$ cat src/design/pndg_pkg.sv
package pndg_pkg;

   // Request kinds carried on req_tuser.
   typedef enum logic {
      OP_LOAD = 1'b0,
      OP_GEN  = 1'b1
   } opcode_type;

   localparam int DIE_W      = 19;
   localparam int SUM_W      = 23;
   localparam int WORD_W     = 32;
   localparam int DIE_SHIFT  = 13;
   localparam int REQ_DATA_W = 80;
   localparam int RSP_DATA_W = 32;

   // Exponent bases: 127 minus the fixed-point scale of each range.
   localparam logic [7:0] EXP_BASE_HI = 8'd106;
   localparam logic [7:0] EXP_BASE_LO = 8'd105;

   // Trailing-zero count of a word, zero for a zero word.
   function automatic logic [4:0] trailing_zeros(input logic [WORD_W-1:0] w);
      logic [4:0] n;
      n = 5'd0;
      for (int i = WORD_W - 1; i >= 0; i--) begin
         if (w[i]) begin
            n = 5'(i);
         end
      end
      return n;
   endfunction

   // Position of the highest set bit of a 24-bit magnitude.
   function automatic logic [4:0] top_bit(input logic [23:0] a);
      logic [4:0] p;
      p = 5'd0;
      for (int i = 0; i < 24; i++) begin
         if (a[i]) begin
            p = 5'(i);
         end
      end
      return p;
   endfunction

endpackage

$ cat src/design/pink_noise_dice_generator.sv
// Voss-McCartney pink noise source with NUM_DICE dice of 19 bits held in a
// small synchronous RAM. A generate request (req_tuser high) replaces the die
// chosen by the trailing-zero count of its random word and returns one
// single-precision sample in roughly [-1, 1); a load request (req_tuser low)
// writes one die and returns nothing. One request is taken every clock cycle
// while the output is not stalled; a sample passes the stage 1, 2, 3 and
// output registers. The rate is set by the read-modify-write of the die
// memory, whose registered read is covered by forwarding from the previous
// write. Dice read as zero after reset until written: no clearing pass.
module pink_noise_dice_generator #(
   parameter int NUM_DICE = 16
) (
   input  logic                               clock,
   input  logic                               reset,
   input  logic                               req_tvalid,
   output logic                               req_tready,
   // Fields from bit 0: entry_index[3:0], entry_value[22:4], rand_word[54:23],
   // rand_extra[73:55], zero fill[79:74].
   input  logic [pndg_pkg::REQ_DATA_W-1:0]    req_tdata,
   // Fields: opcode.
   input  logic                               req_tuser,
   output logic                               rsp_tvalid,
   input  logic                               rsp_tready,
   // Fields from bit 0: sample_bits[31:0].
   output logic [pndg_pkg::RSP_DATA_W-1:0]    rsp_tdata
);
   import pndg_pkg::*;

   localparam int IDX_W = $clog2(NUM_DICE);

   // Request fields.
   logic [3:0]        req_index;
   logic [DIE_W-1:0]  req_value;
   logic [WORD_W-1:0] req_word;
   logic [DIE_W-1:0]  req_extra;
   opcode_type        req_op;

   assign req_index = req_tdata[3:0];
   assign req_value = req_tdata[22:4];
   assign req_word  = req_tdata[54:23];
   assign req_extra = req_tdata[73:55];
   assign req_op    = opcode_type'(req_tuser);

   // The whole pipeline moves when the output register can take a new sample.
   logic advance;
   assign advance    = !rsp_tvalid || rsp_tready;
   assign req_tready = advance;

   logic accept;
   assign accept = req_tvalid && advance;

   // Stage 0: choose the die and its new value, issue the memory read.
   logic [4:0]       s0_tz;
   logic [4:0]       s0_pick;
   logic [IDX_W-1:0] s0_addr;
   logic             s0_wr;
   logic [DIE_W-1:0] s0_value;

   always_comb begin
      s0_tz   = trailing_zeros(req_word);
      s0_pick = {1'b0, s0_tz[3:0]};
      if (s0_pick >= 5'(NUM_DICE)) begin
         s0_pick = 5'(NUM_DICE - 1);
      end
      if (req_op == OP_GEN) begin
         s0_addr  = IDX_W'(s0_pick);
         s0_wr    = 1'b1;
         s0_value = DIE_W'(req_word >> DIE_SHIFT);
      end else begin
         s0_addr  = IDX_W'(req_index);
         s0_wr    = ({1'b0, req_index} < 5'(NUM_DICE));
         s0_value = req_value;
      end
   end

   // Stage 1 registers.
   logic             s1_valid_ff, s1_valid_in;
   logic             s1_gen_ff;
   logic             s1_wr_ff;
   logic [IDX_W-1:0] s1_addr_ff;
   logic [DIE_W-1:0] s1_value_ff;
   logic [DIE_W-1:0] s1_extra_ff;

   // Last write, for forwarding over the memory's read-old behaviour.
   logic             fwd_valid_ff, fwd_valid_in;
   logic [IDX_W-1:0] fwd_addr_ff;
   logic [DIE_W-1:0] fwd_data_ff;

   logic [NUM_DICE-1:0] written_ff, written_in;
   logic [SUM_W-1:0]    sum_ff, sum_in;

   logic [DIE_W-1:0] ram_rd_data;
   logic             ram_wr_en;

   assign ram_wr_en = s1_valid_ff && s1_wr_ff && advance;

   pndg_ram #(
      .WIDTH (DIE_W),
      .DEPTH (NUM_DICE)
   ) u_dice (
      .clock   (clock),
      .wr_en   (ram_wr_en),
      .wr_addr (s1_addr_ff),
      .wr_data (s1_value_ff),
      .rd_en   (accept),
      .rd_addr (s0_addr),
      .rd_data (ram_rd_data)
   );

   // Stage 1: old die value, new running sum, sum plus the white value.
   logic [DIE_W-1:0] s1_old;
   logic [SUM_W-1:0] s1_sum;
   logic [23:0]      s1_total;

   always_comb begin
      if (fwd_valid_ff && fwd_addr_ff == s1_addr_ff) begin
         s1_old = fwd_data_ff;
      end else if (written_ff[s1_addr_ff]) begin
         s1_old = ram_rd_data;
      end else begin
         s1_old = '0;
      end
      s1_sum   = sum_ff + SUM_W'(s1_value_ff) - SUM_W'(s1_old);
      s1_total = {1'b0, s1_sum} + 24'(s1_extra_ff);
   end

   always_comb begin
      s1_valid_in  = s1_valid_ff;
      fwd_valid_in = fwd_valid_ff;
      written_in   = written_ff;
      sum_in       = sum_ff;
      if (advance) begin
         s1_valid_in  = req_tvalid;
         fwd_valid_in = s1_valid_ff && s1_wr_ff;
         if (s1_valid_ff && s1_wr_ff) begin
            written_in[s1_addr_ff] = 1'b1;
            sum_in                 = s1_sum;
         end
      end
   end

   // Stage 2: sample as a signed fixed-point magnitude.
   logic        s2_valid_ff, s2_valid_in;
   logic [23:0] s2_total_ff;
   logic        s2_hi;
   logic [23:0] s2_mag;
   logic        s2_neg;

   always_comb begin
      s2_hi = s2_total_ff[23];
      if (s2_hi) begin
         // Range [4, 8): value minus three is (2^21 + m) / 2^21.
         s2_mag = 24'h200000 + {1'b0, s2_total_ff[22:0]};
         s2_neg = 1'b0;
      end else begin
         // Range [2, 4): value minus three is (m - 2^22) / 2^22.
         s2_neg = !s2_total_ff[22];
         if (s2_neg) begin
            s2_mag = 24'h400000 - {1'b0, s2_total_ff[22:0]};
         end else begin
            s2_mag = {1'b0, s2_total_ff[22:0]} - 24'h400000;
         end
      end
   end

   // Stage 3: normalise and pack the single.
   logic        s3_valid_ff, s3_valid_in;
   logic        s3_hi_ff;
   logic        s3_neg_ff;
   logic [23:0] s3_mag_ff;
   logic [4:0]  s3_top;
   logic [23:0] s3_norm;
   logic [7:0]  s3_exp;
   logic [31:0] s3_bits;

   always_comb begin
      s3_top  = top_bit(s3_mag_ff);
      s3_norm = s3_mag_ff << (5'd23 - s3_top);
      s3_exp  = (s3_hi_ff ? EXP_BASE_HI : EXP_BASE_LO) + 8'(s3_top);
      if (s3_mag_ff == '0) begin
         s3_bits = '0;
      end else begin
         s3_bits = {s3_neg_ff, s3_exp, s3_norm[22:0]};
      end
   end

   logic        rsp_valid_ff, rsp_valid_in;
   logic [31:0] rsp_data_ff;

   always_comb begin
      s2_valid_in  = s2_valid_ff;
      s3_valid_in  = s3_valid_ff;
      rsp_valid_in = rsp_valid_ff;
      if (advance) begin
         s2_valid_in  = s1_valid_ff && s1_gen_ff;
         s3_valid_in  = s2_valid_ff;
         rsp_valid_in = s3_valid_ff;
      end
   end

   // Control state.
   always_ff @(posedge clock) begin
      if (reset) begin
         s1_valid_ff  <= 1'b0;
         s2_valid_ff  <= 1'b0;
         s3_valid_ff  <= 1'b0;
         rsp_valid_ff <= 1'b0;
         fwd_valid_ff <= 1'b0;
         written_ff   <= '0;
         sum_ff       <= '0;
      end else begin
         s1_valid_ff  <= s1_valid_in;
         s2_valid_ff  <= s2_valid_in;
         s3_valid_ff  <= s3_valid_in;
         rsp_valid_ff <= rsp_valid_in;
         fwd_valid_ff <= fwd_valid_in;
         written_ff   <= written_in;
         sum_ff       <= sum_in;
      end
   end

   // Payload registers.
   always_ff @(posedge clock) begin
      if (advance) begin
         s1_gen_ff   <= (req_op == OP_GEN);
         s1_wr_ff    <= s0_wr;
         s1_addr_ff  <= s0_addr;
         s1_value_ff <= s0_value;
         s1_extra_ff <= req_extra;
         fwd_addr_ff <= s1_addr_ff;
         fwd_data_ff <= s1_value_ff;
         s2_total_ff <= s1_total;
         s3_hi_ff    <= s2_hi;
         s3_neg_ff   <= s2_neg;
         s3_mag_ff   <= s2_mag;
         rsp_data_ff <= s3_bits;
      end
   end

   assign rsp_tvalid = rsp_valid_ff;
   assign rsp_tdata  = rsp_data_ff;

   // The running sum never exceeds the largest possible total of the dice.
   a_sum_bound: assert property (@(posedge clock) disable iff (reset)
      24'(sum_ff) <= 24'(NUM_DICE) * 24'h7FFFF)
      else $error("running sum out of range");

   // A die write always targets an existing die.
   a_wr_addr: assert property (@(posedge clock) disable iff (reset)
      ram_wr_en |-> 5'(s1_addr_ff) < 5'(NUM_DICE))
      else $error("die write beyond the last die");

   // A sample in the last stage reaches the output register when it advances.
   a_out_follow: assert property (@(posedge clock) disable iff (reset)
      s3_valid_ff && advance |=> rsp_tvalid)
      else $error("sample lost before the output register");

endmodule

$ cat src/design/pndg_ram.sv
module pndg_ram #(
   parameter int WIDTH = 19,
   parameter int DEPTH = 16
) (
   input  logic                     clock,
   input  logic                     wr_en,
   input  logic [$clog2(DEPTH)-1:0] wr_addr,
   input  logic [WIDTH-1:0]         wr_data,
   input  logic                     rd_en,
   input  logic [$clog2(DEPTH)-1:0] rd_addr,
   output logic [WIDTH-1:0]         rd_data
);

   logic [WIDTH-1:0] mem_ff [DEPTH];
   logic [WIDTH-1:0] rd_data_ff;

   // A read in the same cycle as a write to that entry returns the old data.
   always_ff @(posedge clock) begin
      if (wr_en) begin
         mem_ff[wr_addr] <= wr_data;
      end
      if (rd_en) begin
         rd_data_ff <= mem_ff[rd_addr];
      end
   end

   assign rd_data = rd_data_ff;

endmodule
$ cat config.mk
export PLATFORM = sky130hd
export DESIGN_NAME = pink_noise_dice_generator
export DESIGN_NICKNAME = d
export VERILOG_FILES = /design/src/design/pndg_pkg.sv /design/src/design/pink_noise_dice_generator.sv /design/src/design/pndg_ram.sv
export SDC_FILE = /design/constraint.sdc
export NUM_CORES = 1
export LEC_CHECK = 0
export BUFFER_PORTS_ARGS = -buffer_cell sky130_fd_sc_hd__buf_2
export CAP_MARGIN = 15
export CORE_AREA = 2 2 193 233
export CTS_BUF_LIST = sky130_fd_sc_hd__clkbuf_2 sky130_fd_sc_hd__clkbuf_4 sky130_fd_sc_hd__clkbuf_8
export CTS_CLUSTER_DIAMETER = 100
export DETAILED_ROUTE_END_ITERATION = 10
export DIE_AREA = 0 0 195 235
export PLACE_DENSITY = 0.75
export SLEW_MARGIN = 20
export SYNTH_ARGS = -nofsm -noshare
export SYNTH_HDL_FRONTEND = slang
export SYNTH_SLANG_ARGS = --single-unit
$ cat constraint.sdc
create_clock -name clock -period 10.55 [get_ports clock]
set_clock_uncertainty 0.1 [all_clocks]
set_input_delay 2.6375 -clock clock [delete_from_list [all_inputs] [get_ports clock]]
set_output_delay 2.6375 -clock clock [all_outputs]
set_load 0.05 [all_outputs]
Word level (Yosys, flattened, before mapping) --
Memory sizes are Yosys's and may differ from the RTL's. A register that Yosys moved wholly into a read port is not among the register bits. Cells that the tools add are included.
Storage, ports and cells: flip-flop bits (word level) 192, RAM bits 304, input port bits 85, output and inout port bits 34, logic and storage cells 110, memories 1
Memories:
- u_dice.mem_ff | depth 16, bits a word 19, read ports 1, clocked after Yosys merged registers in 1, wr ports 1, RTL line pndg_ram.sv:14 | logic [WIDTH-1:0] mem_ff [DEPTH];
Operators by class: add/subtract/negate cells 8, order comparisons 2, equal/unequal tests 1, shift-type cells 1, multiplexer cells 68, bitwise logic cells 1, reductions and logical operators 10
Operators by type and width (number):
- $mux 4 | 33
- $mux 5 | 22
- $mux 19 | 3
- $mux 24 | 2
- $add 22x23->24 const A | 1
- $add 23x19->24 | 1
- $logic_not 24->1 | 1
- $shl 24x5->23 | 1
- $sub 23x23->24 const A | 1
- $sub 23x23->24 const B | 1
- $add 23x19->23 | 1
- $sub 23x19->23 | 1
- $or 16x16->16 | 1
- $add 7x5->8 | 1
- $logic_and 1x1->1 | 5
- $lt 4x5->1 const B | 1
- $mux 1 | 5
- $sub 5x5->5 const A | 1
- $bmux 1 s4 | 1
- $demux 1 s4 | 1
- $eq 4x4->1 | 1
- $ge 4x1->1 const B | 1
- $logic_not 1->1 | 2
- $mux 2 | 1
- other kinds (2) | 2

Logic depth before layout (Yosys ltp) --
Gate-level depths: netlist of run 1.
depth in word-level cells 33, gate-level depth with buffers 29, mapped depth without buffers 26

Hierarchy --
A second synthesis of run 1 with hierarchy kept.
Second synthesis, totals: cells, all modules 1636, area, all modules 23501.3 µm²
By module, submodules not included:
- pndg_ram | times used 1, cells each 507, area each 12035.3 µm², sequential area each 9699.3 µm²
- pink_noise_dice_generator | times used 1, cells each 1129, area each 11466.0 µm², sequential area each 5325.1 µm²

Worst setup path before layout of run 1 --
No wires, ideal clock.
path type input to register, start point input port rsp_tready, end point memory u_dice.mem_ff[0][0] (enable), library setup time 421 ps, data arrival time 8167 ps, required time 10029 ps, setup slack 1862 ps, stages 5, buffers on the path 0, cells stage by stage nor2b_1 inv_1 nand2_1 or3_1 nor3_1
On the way: word-level cells in the longest chain between the ends 4
RTL lines:
- from (decl) | RTL line pink_noise_dice_generator.sv:23 | input logic rsp_tready,
- $logic_or 1x1->1 | RTL line pink_noise_dice_generator.sv:46 | assign advance = !rsp_tvalid || rsp_tready;
- via req_tready | RTL line pink_noise_dice_generator.sv:16 | output logic req_tready,
- $logic_and 1x1->1 | RTL line pink_noise_dice_generator.sv:95 | assign ram_wr_en = s1_valid_ff && s1_wr_ff && advance;
- $mux 1 | RTL line pndg_ram.sv:19 | if (wr_en) begin
- $mux 1 (implied by the code) | RTL line pndg_ram.sv:20 | mem_ff[wr_addr] <= wr_data;
- to (decl) | RTL line pndg_ram.sv:14
The timed path passes the listed nets, and every way through them passes these cells.

Final worst setup path of run 1 --
start point register s1_addr_ff[0], end point register s2_total_ff[22] (data pin)
On the way: word-level cells in the longest chain between the ends 6, elaborated cells between the ends (all ways) 8, those cells by class 2 x add/sub; 1 x eq/ne; 4 x mux; 1 x reduce/logical
RTL lines:
- from (decl) | RTL line pink_noise_dice_generator.sv:80 | logic [IDX_W-1:0] s1_addr_ff;
- from (signal assigned) | RTL line pink_noise_dice_generator.sv:227 | s1_addr_ff <= s0_addr;
- $bmux 1 s4 | RTL line pink_noise_dice_generator.sv:118 | end else if (written_ff[s1_addr_ff]) begin
- $mux 1 (implied by the code) | RTL line pink_noise_dice_generator.sv:118
- $mux 19 | RTL line pink_noise_dice_generator.sv:118
- $mux 19 (*) | RTL line pink_noise_dice_generator.sv:116 | if (fwd_valid_ff && fwd_addr_ff == s1_addr_ff) begin
- $sub 23x19->23 (*) | RTL line pink_noise_dice_generator.sv:123 | s1_sum = sum_ff + SUM_W'(s1_value_ff) - SUM_W'(s1_old);
- via s1_sum[13] | RTL line pink_noise_dice_generator.sv:112 | logic [SUM_W-1:0] s1_sum;
- $add 23x19->24 (*) | RTL line pink_noise_dice_generator.sv:124 | s1_total = {1'b0, s1_sum} + 24'(s1_extra_ff);
- via s1_total[22] | RTL line pink_noise_dice_generator.sv:113 | logic [23:0] s1_total;
- to (signal assigned) | RTL line pink_noise_dice_generator.sv:232 | s2_total_ff <= s1_total;
- to (decl) | RTL line pink_noise_dice_generator.sv:144 | logic [23:0] s2_total_ff;
Mark *: on every way through the listed nets, which the timed path passes. The rest lies on a longest branch. The select of a mux whose other input is x is not followed. A chain may end at the register's enable or synchronous reset.

==> results_dict.tcl, run 1 <==
set metrics [dict create \
    status "finished, final reports clean" \
    drtPass1Iterations 5 \
    io_pins 119 \
    yosysMostFrequentCell "edfxtp_1" \
    tns_ps 0 \
    holdBufCountCts 0 \
    ys_seq_area_share_pct 62.2 \
    grt_setup_unrepaired "false" \
    drc 0 \
    clockRootBuffer "clkbuf_8" \
    place.gp.congestion 0.918 \
    overflow 0 \
    synth_common_cells "471 x edfxtp_1, 174 x nand2_1, 119 x nor2_1" \
    initial_core_util_pct 55.5 \
    crit_fanout 19 \
    final-seq-area_mm2 0.0150 \
    synth.distinct_cells 81 \
    wl_per_cell_um 19.8 \
    antenna_left 0 \
    p_leak_uw 0.0102 \
    wl_met2_um 27500 \
    synth_nets 2003 \
    yosys.area.top_type "edfxtp_1" \
    cts.clk_slew.worst_paths_ps 60 \
    setup_slack_ps 3740 \
    synth-seq-cells 515 \
    critPathTopFamily "compound AO/OA/AOI/OAI gates" \
    slew_viol_final 0 \
    cp_slowest_stage_delay_ps 710 \
    fin_crit_sh_pct 64.5 \
    cts-buffers-inserted 81 \
    synthCells 1848 \
    clk_latency_ps 670 \
    critical_path.slowest_cell "mux4_2" \
    portBuffers 112 \
    critPathRequiredTime_ps 10850 \
    slew_headroom_pct 33.6 \
    fp.dieArea_mm2 0.0458 \
    die_w_um 195 \
    cp_num_buf_inv 1 \
    synth_edf_count 471 \
    crit_path_end_kind "flop" \
    power_density_mw_per_mm2 254 \
    multi_input_area_mm2 0.00839 \
    grt_pass1_vias 15600 \
    hold_violations 0 \
    worst_pin_slew_ps 997 \
    via_per_inst 5.85 \
    critPathLaunchType "flop" \
    worstPathCellList "mux4_2, mux4_2, nand2_1, o21ai_0, fa_1, inv_1, ha_1, a211oi_1, o21ai_0, a41oi_1, a21oi_1, xnor2_1, ha_1, a21o_1, a21o_1, o41ai_1, o21ai_0, o2111ai_1, xnor2_1" \
    grt.total_usage_pct 22.7 \
    yosys_warnings 0 \
    hold_slack_ps 351 \
    place_ws_ps 3740 \
    antenna_found_initial 0 \
    core_mm2 0.0435 \
    drt_wl_total_um 51800 \
    cts_tree "yes" \
    hpwl_um 35100 \
    nets 2155 \
    synth_top_cells_by_area "edfxtp_1 59%, mux2i_1 4.8%, dfxtp_1 3.6%" \
    syn_area_per_cell_um2 13.1 \
    crit_type "flop to flop" \
    fmax_ghz 0.147 \
    worst_hold_path_type "flop to flop" \
    n_fill_cell 3315 \
    die_h_um 235 \
    grt_start_max_net_pins 132 \
    grt_pass1_wl_um 81700 \
    htreeDepth 3 \
    drive_gt1_share_pct 19.8 \
    netlist.area_leader.share_pct 58.6 \
    total_power_uw 6870 \
    cts.path.max_buffers 3 \
    synth_ff_type "edfxtp_1" \
    syn_to_final_growth_pct 12.0 \
    met1Wirelength_um 19900 \
    cts_setup_buffers 0 \
    vdd_drop_max_uv 118 \
    num_vias 15300 \
    setup_viol 0 \
    cts-resized-gates 0 \
    synth_area_mm2 0.0241 \
    cts.sinks 515 \
    critPathMostFrequentCell "o21ai_0" \
    dr_wl_met3_um 2780 \
    max_cap_violations 0 \
    antennaDiodeCount 0 \
    routed.top_layer "met4" \
    fin_crit_ps 6810 \
    initialDrtViolationCount 890 \
    synth_async_sr_flop_share_pct 0 \
    cp.arrival_ps 7110 \
    placementRows 84 \
]
==> routing by layer <==
layer | vias up | GRT usage, %
met3 | 102 | 3.55
met2 | 501 | 42.0
met4 | 0 | 9.65
met1 | 7480 | 26.1
met5 | - | 0
li1 | 7247 | -
==> where the power goes <==
| group | leakage, uW | switching (uW) | internal (uW) | total [uW] |
|---|---|---|---|---|
| Clock | 0.000882 | 771 | 977 | 1750 |
| Combinational | 0.00446 | 1460 | 894 | 2360 |
| Sequential | 0.00486 | 168 | 2600 | 2770 |
==> cell usage in the layout, fill, tap and decap left out, types with 19 or more instances in the layout <==
master      n
buf_2     112
inv_1     110
edfxtp_1  471
clkbuf_4   28
o22ai_1    22
nor3_1     45
fa_1       21
a21oi_1    91
ha_1       49
a21o_1     19
mux2_2     69
mux2i_1   115
xnor2_1    41
clkbuf_8   86
xor2_1     23
nand2_1   174
nor2_1    107
dfxtp_1    44
buf_4      28
a211oi_1   22
o21ai_0    57
==> area by class of cell <==
cell class / instances / area share [%]
inverter: 116 / 1.63
timing repair buffer: 142 / 3.00
tap: 559 / 2.59
clock inverter: 30 / 1.05
sequential: 515 / 55.6
multi-input combinational: 1144 / 31.0
clock buffer: 114 / 5.16
==> worst register-to-register path, cell delays in order (launching register included) <==
cell and delay, ps:
edfxtp_1 630, mux4_2 580, mux4_2 710, nand2_1 150, o21ai_0 100, fa_1 500
inv_1 70, ha_1 310, a211oi_1 350, o21ai_0 230, a41oi_1 510, a21oi_1 150
xnor2_1 220, ha_1 330, a21o_1 180, a21o_1 210, o41ai_1 580, o21ai_0 290
o2111ai_1 260, xnor2_1 90
==> path summary, 6_finish.rpt <==
kind	start	endpoint	slack, ps	depth (start not counted)
worst max-delay path	s1_addr_ff[0]$_DFFE_PN_	s2_total_ff[22]$_DFFE_PN_	3740	19
worst max register to register	s1_addr_ff[0]$_DFFE_PN_	s2_total_ff[22]$_DFFE_PN_	3740	19
worst min-delay path	s3_valid_ff$_SDFFE_PP0N_	s3_valid_ff$_SDFFE_PP0N_	350	2
worst min register to register	s3_valid_ff$_SDFFE_PP0N_	s3_valid_ff$_SDFFE_PP0N_	350	2
==> metrics by stage <==
stage,instance area [um2],util [%],cells
after floorplan,24100,-,1848
after global placement,25400,58.3,2476
after detailed placement,25400,58.3,2476
after CTS,27000,62.1,2620
after global routing,27000,62.1,2620
final,27000,62.1,2620
==> kinds of logic after synthesis <==
family | after synthesis | share of synthesized area [%]
XOR/XNOR | 64 | 2.32
AO/OA/AOI/OAI | 358 | 10.1
multiplexers | 190 | 8.55
adder cells (fa/ha/maj) | 70 | 4.28
AND/OR/NAND/NOR | 462 | 9.23
flip-flops | 515 | 62.2
buffers and inverters | 189 | 3.26
==> state kept, by name, indices dropped and copies added (netlist names), 16 cells and up <==
register / cells
s1_extra_ff: 19
fwd_data_ff: 19
rsp_tdata: 32
u_dice.rd_data: 19
written_ff: 16
s2_total_ff: 24
sum_ff: 23
s3_mag_ff: 24
s1_value_ff: 19
u_dice.mem_ff: 304
Power figures use the tool's default switching activity.
==> run 2, diff against run 1 <==
==> constraint.sdc (replaced) <==
create_clock -name clock -period 6.3 [get_ports clock]
set_clock_uncertainty 0.1 [all_clocks]
set_input_delay 1.575 -clock clock [delete_from_list [all_inputs] [get_ports clock]]
set_output_delay 1.575 -clock clock [all_outputs]
set_load 0.05 [all_outputs]
==> results_dict.tcl, run 2 (synthesized netlist as in run 1, its figures left out) <==
set metrics [dict create \
    final_cell_mix "471 x edfxtp_1, 173 x nand2_1, 115 x mux2i_1" \
    die_h_um 235 \
    total_power_uw 11700 \
    holdBufCountCts 0 \
    drc 0 \
    multi_input_area_mm2 0.00851 \
    hold_violations 0 \
    critPathRequiredTime_ps 6570 \
    top_register "u_dice.mem_ff" \
    htreeDepth 3 \
    worst_pin_slew_ps 963 \
    clockRootBuffer "clkbuf_8" \
    dr_wl_met3_um 3180 \
    layout_commonest_cell "edfxtp_1" \
    fin_crit_sh_pct 97.3 \
    final-seq-area_mm2 0.0150 \
    swShare_pct 35.2 \
    cts.sinks 515 \
    vdd_drop_max_uv 185 \
    postLayoutCoreUtil_pct 63.1 \
    largest_reg_flops 304 \
    max_cap_violations 0 \
    clk_latency_ps 660 \
    switchingPower_uw 4140 \
    pwr-share-clk_pct 24.4 \
    cts.path.max_buffers 3 \
    placementRows 84 \
    post-route-cell-area_mm2 0.0274 \
    combPwrFrac_pct 36.3 \
    antenna_found_initial 0 \
    portBuffers 112 \
    tns_ps 0 \
    n_fill_cell 3282 \
    grt_pass1_wl_um 83600 \
    reg2reg_slack_ps 170 \
    drt_wl_total_um 54100 \
    syn_to_final_growth_pct 13.7 \
    wl_per_cell_um 20.3 \
    met1Wirelength_um 20500 \
    drtPass1Iterations 6 \
    antenna_left 0 \
    power_density_mw_per_mm2 428 \
    crit_fanout 7 \
    fmax_ghz 0.163 \
    drive_gt1_share_pct 22.7 \
    io_pins 119 \
    critPathLaunchType "flop" \
    initial_core_util_pct 55.5 \
    sequentialPowerShare_pct 39.3 \
    cts_tree "yes" \
    num_vias 15700 \
    grt_pass1_vias 15800 \
    fp.dieArea_mm2 0.0458 \
    p_leak_uw 0.0104 \
    grt.total_usage_pct 23.4 \
    routed.top_layer "met4" \
    status "finished, final reports clean" \
    setup_viol 0 \
    hold_slack_ps 353 \
    cts.clk_slew.worst_paths_ps 70 \
    cp.arrival_ps 6400 \
    worst_hold_path_type "flop to flop" \
    initialDrtViolationCount 1013 \
    crit_type "flop to flop" \
    via_per_inst 5.89 \
    p_int_uw 7600 \
    crit_path_end_kind "flop" \
    slew_viol_final 0 \
    die_w_um 195 \
    place.gp.congestion 0.908 \
    placed_area_mm2 0.0256 \
    fin_crit_ps 6130 \
    grt_start_max_net_pins 73 \
    slew_headroom_pct 35.8 \
    overflow 0 \
    wl_met2_um 28600 \
    nets 2197 \
    core_mm2 0.0435 \
    hpwl_um 37600 \
    cts-buffers-inserted 81 \
]
## run 2: cell types whose count changed in the layout (fill, tap and decap cells not counted), sizes merged
cell    delta
inv        +1
buf       +42
bufinv     -2
clkbuf     +6
diode      +2
clkinv     -5
## run 2: worst max-delay path: stages (launching register included)
cell and delay, ps:
edfxtp_1 510, mux4_2 550, mux4_2 650, buf_6 190, nand2_1 50, o21ai_0 100, fa_1 500, inv_1 40
ha_2 230, nor4_1 270, o21ai_1 150, a221oi_2 360, buf_4 170, o21ai_1 100, buf_4 160, a21o_1 170
a21oi_1 180, xnor2_1 170, ha_1 320, o21ai_0 330, a31oi_4 50, o21ai_0 180, nand2b_1 120, xor2_1 170
## run 2: area by class of cell
| type | count | area share [%] |
|---|---|---|
| clock inverter | 24 | 0.734 |
| antenna | 2 | 0.0182 |
| inverter | 116 | 1.60 |
| tap | 559 | 2.55 |
| clock buffer | 120 | 5.22 |
| sequential | 515 | 54.7 |
| timing repair buffer | 184 | 4.13 |
| multi-input combinational | 1144 | 31.0 |
## run 2: worst paths after layout
check / from / to / depth (start not counted)
setup / recovery: s1_addr_ff[0]$_DFFE_PN_ / s2_total_ff[19]$_DFFE_PN_ / 23
hold / removal: s2_valid_ff$_SDFFE_PP0N_ / s2_valid_ff$_SDFFE_PP0N_ / 2
setup reg to reg: s1_addr_ff[0]$_DFFE_PN_ / s2_total_ff[19]$_DFFE_PN_ / 23
hold reg to reg: s2_valid_ff$_SDFFE_PP0N_ / s2_valid_ff$_SDFFE_PP0N_ / 2
## run 2: power groups by stage
stage	clock [uW]	sequential, uW	combinational [uW]
2_1_floorplan	0	4970	2720
3_3_place_gp	0	4660	3950
3_5_place_dp	0	4690	4080
4_1_cts	2910	4620	4100
5_1_grt	3060	4660	4630
6_report	2860	4620	4260
## run 2: repair_timing
item / CTS / global route
gates resized for setup: 2 / 34
setup endpoints to repair: 1 / 8
pin swaps: 1 / 18
setup buffers: 1 / 3
## run 2: through the flow
step                setup slack (ps)  std cells
floorplan                        193       1848
global placement                97.6       2514
detailed placement              9.56       2514
CTS                             12.7       2659
global route                    -108       2662
finish                           173       2664
## run 2: metal layers
metal	GRT usage, %	up-vias
met5	0	-
met4	10.2	0
met3	3.53	118
met2	43.0	597
met1	26.8	7638
li1	-	7341
==> run 3, diff against run 2 <==
--- a/config.mk
+++ b/config.mk
@@ -13,7 +13,7 @@
 export DETAILED_ROUTE_END_ITERATION = 10
 export DIE_AREA = 0 0 195 235
 export PLACE_DENSITY = 0.75
-export SLEW_MARGIN = 20
+export SLEW_MARGIN = 0
 export SYNTH_ARGS = -nofsm -noshare
 export SYNTH_HDL_FRONTEND = slang
 export SYNTH_SLANG_ARGS = --single-unit
==> constraint.sdc (replaced) <==
create_clock -name clock -period 6.3 [get_ports clock]
set_clock_uncertainty 0.1 [all_clocks]
set_input_delay 0.315 -clock clock [delete_from_list [all_inputs] [get_ports clock]]
set_output_delay 0.315 -clock clock [all_outputs]
set_load 0.05 [all_outputs]
==> results_dict.tcl, run 3 (synthesized netlist as in run 1, its figures left out) <==
set metrics [dict create \
    dpl.cell_count 2491 \
    top_register "u_dice.mem_ff" \
    crit_path_end_kind "flop" \
    hold_violations 0 \
    fmax_ghz 0.165 \
    cts.sinks 515 \
    nets 2233 \
    worst_hold_path_type "input pin to flop" \
    grt.total_usage_pct 24.4 \
    hold_slack_ps 112 \
    fin_crit_ps 6070 \
    slew_headroom_pct 36.5 \
    fp.dieArea_mm2 0.0458 \
    grt_pass1_vias 16000 \
    grt_start_max_net_pins 154 \
    vdd_drop_max_uv 186 \
    placementRows 84 \
    critPathRequiredTime_ps 6610 \
    overflow 0 \
    initialDrtViolationCount 1170 \
    critPathLaunchType "flop" \
    placed_area_mm2 0.0255 \
    clk_latency_ps 660 \
    cp.arrival_ps 6380 \
    drtPass1Iterations 6 \
    place.gp.congestion 0.925 \
    die_h_um 235 \
    critical_path.slowest_cell "mux4_2" \
    n_fill_cell 3218 \
    clockRootBuffer "clkbuf_8" \
    fin_crit_sh_pct 96.4 \
    cts_tree "yes" \
    ff2ff_path_depth 23 \
    hpwl_um 36600 \
    antenna_found_initial 0 \
    crit_type "flop to flop" \
    portBuffers 112 \
    via_per_inst 5.91 \
    worst_pin_slew_ps 949 \
    slew_viol_final 0 \
    die_w_um 195 \
    power_density_mw_per_mm2 418 \
    cts.clk_slew.worst_paths_ps 60 \
    reg2reg_slack_ps 230 \
    largest_reg_flops 304 \
    antenna_left 0 \
    htreeDepth 3 \
    post-route-cell-area_mm2 0.0278 \
    cp_slowest_stage_delay_ps 610 \
    layout_commonest_cell "edfxtp_1" \
    syn_to_final_growth_pct 15.3 \
    cts-buffers-inserted 80 \
    postLayoutCoreUtil_pct 64.0 \
    grt_pass1_wl_um 86400 \
    initial_core_util_pct 55.5 \
    final_cells 2700 \
    max_cap_violations 0 \
    drive_gt1_share_pct 20.6 \
    setup_viol 0 \
    core_mm2 0.0435 \
    cts.path.max_buffers 3 \
    total_power_uw 11600 \
    worstPathCellList "mux4_2, mux4_2, buf_6, nand2_1, o21ai_0, fa_1, inv_1, ha_1, o21ai_0, o21ai_1, a221oi_2, o21bai_1, a21oi_1, xnor2_1, ha_1, o21a_1, nand3_2, or3_4, a31oi_4, o21ai_1, nand2b_1, nand3_2, xnor2_1" \
    antennaDiodeCount 0 \
    status "finished, final reports clean" \
    p_leak_uw 0.0105 \
    crit_fanout 7 \
    final_cell_mix "471 x edfxtp_1, 174 x nand2_1, 115 x mux2i_1" \
    hold_depth 3 \
    num_vias 16000 \
    wl_per_cell_um 20.9 \
    io_pins 119 \
    drc 0 \
    drt_wl_total_um 56400 \
]
## run 3: layer usage
layer | routed length (um) | share of wire (%) | track usage [%]
met5 | 0 | 0 | 0
met4 | 2150 | 3.8 | 11.8
met3 | 3310 | 5.9 | 3.44
met2 | 29600 | 52 | 44.6
met1 | 21400 | 38 | 28.1
## run 3: path summary, 6_finish.rpt
check,startpoint,endpoint
setup / recovery,s1_addr_ff[0]$_DFFE_PN_,s2_total_ff[21]$_DFFE_PN_
hold / removal,req_tdata[3],s1_addr_ff[3]$_DFFE_PN_
setup reg to reg,s1_addr_ff[0]$_DFFE_PN_,s2_total_ff[21]$_DFFE_PN_
hold reg to reg,sum_ff[5]$_SDFFE_PP0P_,sum_ff[5]$_SDFFE_PP0P_
## run 3: repair_timing
action	CTS	global route
hold buffers	60	0
endpoints found under the setup margin	3	7
pin swaps	0	6
buffers inserted	1	3
hold endpoints to repair	43	0
resized for setup	1	29
## run 3: area by class of cell
class                   count  area (um2)  share of cell area, %
flip-flops and latches    515       15000                   54.0
multi-input cells        1144        8520                   30.6
repair buffers            221        1570                   5.64
clock buffers             102        1300                   4.66
well taps                 559         699                   2.51
inverters                 116         439                   1.58
clock inverters            43         289                   1.04
## run 3: worst max-delay path: cells and delay by family, from the launching register on
family          cells  cell delay (ps)
compound gates      9             1580
mux                 2             1160
fa+ha+maj           3             1160
simple gates        5              810
flops               1              520
xor+xnor            2              270
buf+inv             2              230
## run 3: metrics by stage
| step | TNS, ps | setup slack, ps |
|---|---|---|
| floorplan | 0 | 193 |
| global placement | 0 | 56.3 |
| detailed placement | -18.1 | -13.8 |
| CTS | 0 | 55.4 |
| global route | -110 | -43.3 |
| finish | 0 | 229 |
## run 3: where the power goes
group	internal, uW	leakage (uW)	switching, uW	total, uW
registers	4350	0.00486	275	4620
clock network	1490	0.000844	1310	2790
logic	1650	0.00481	2580	4230
total	7480	0.0105	4160	11600
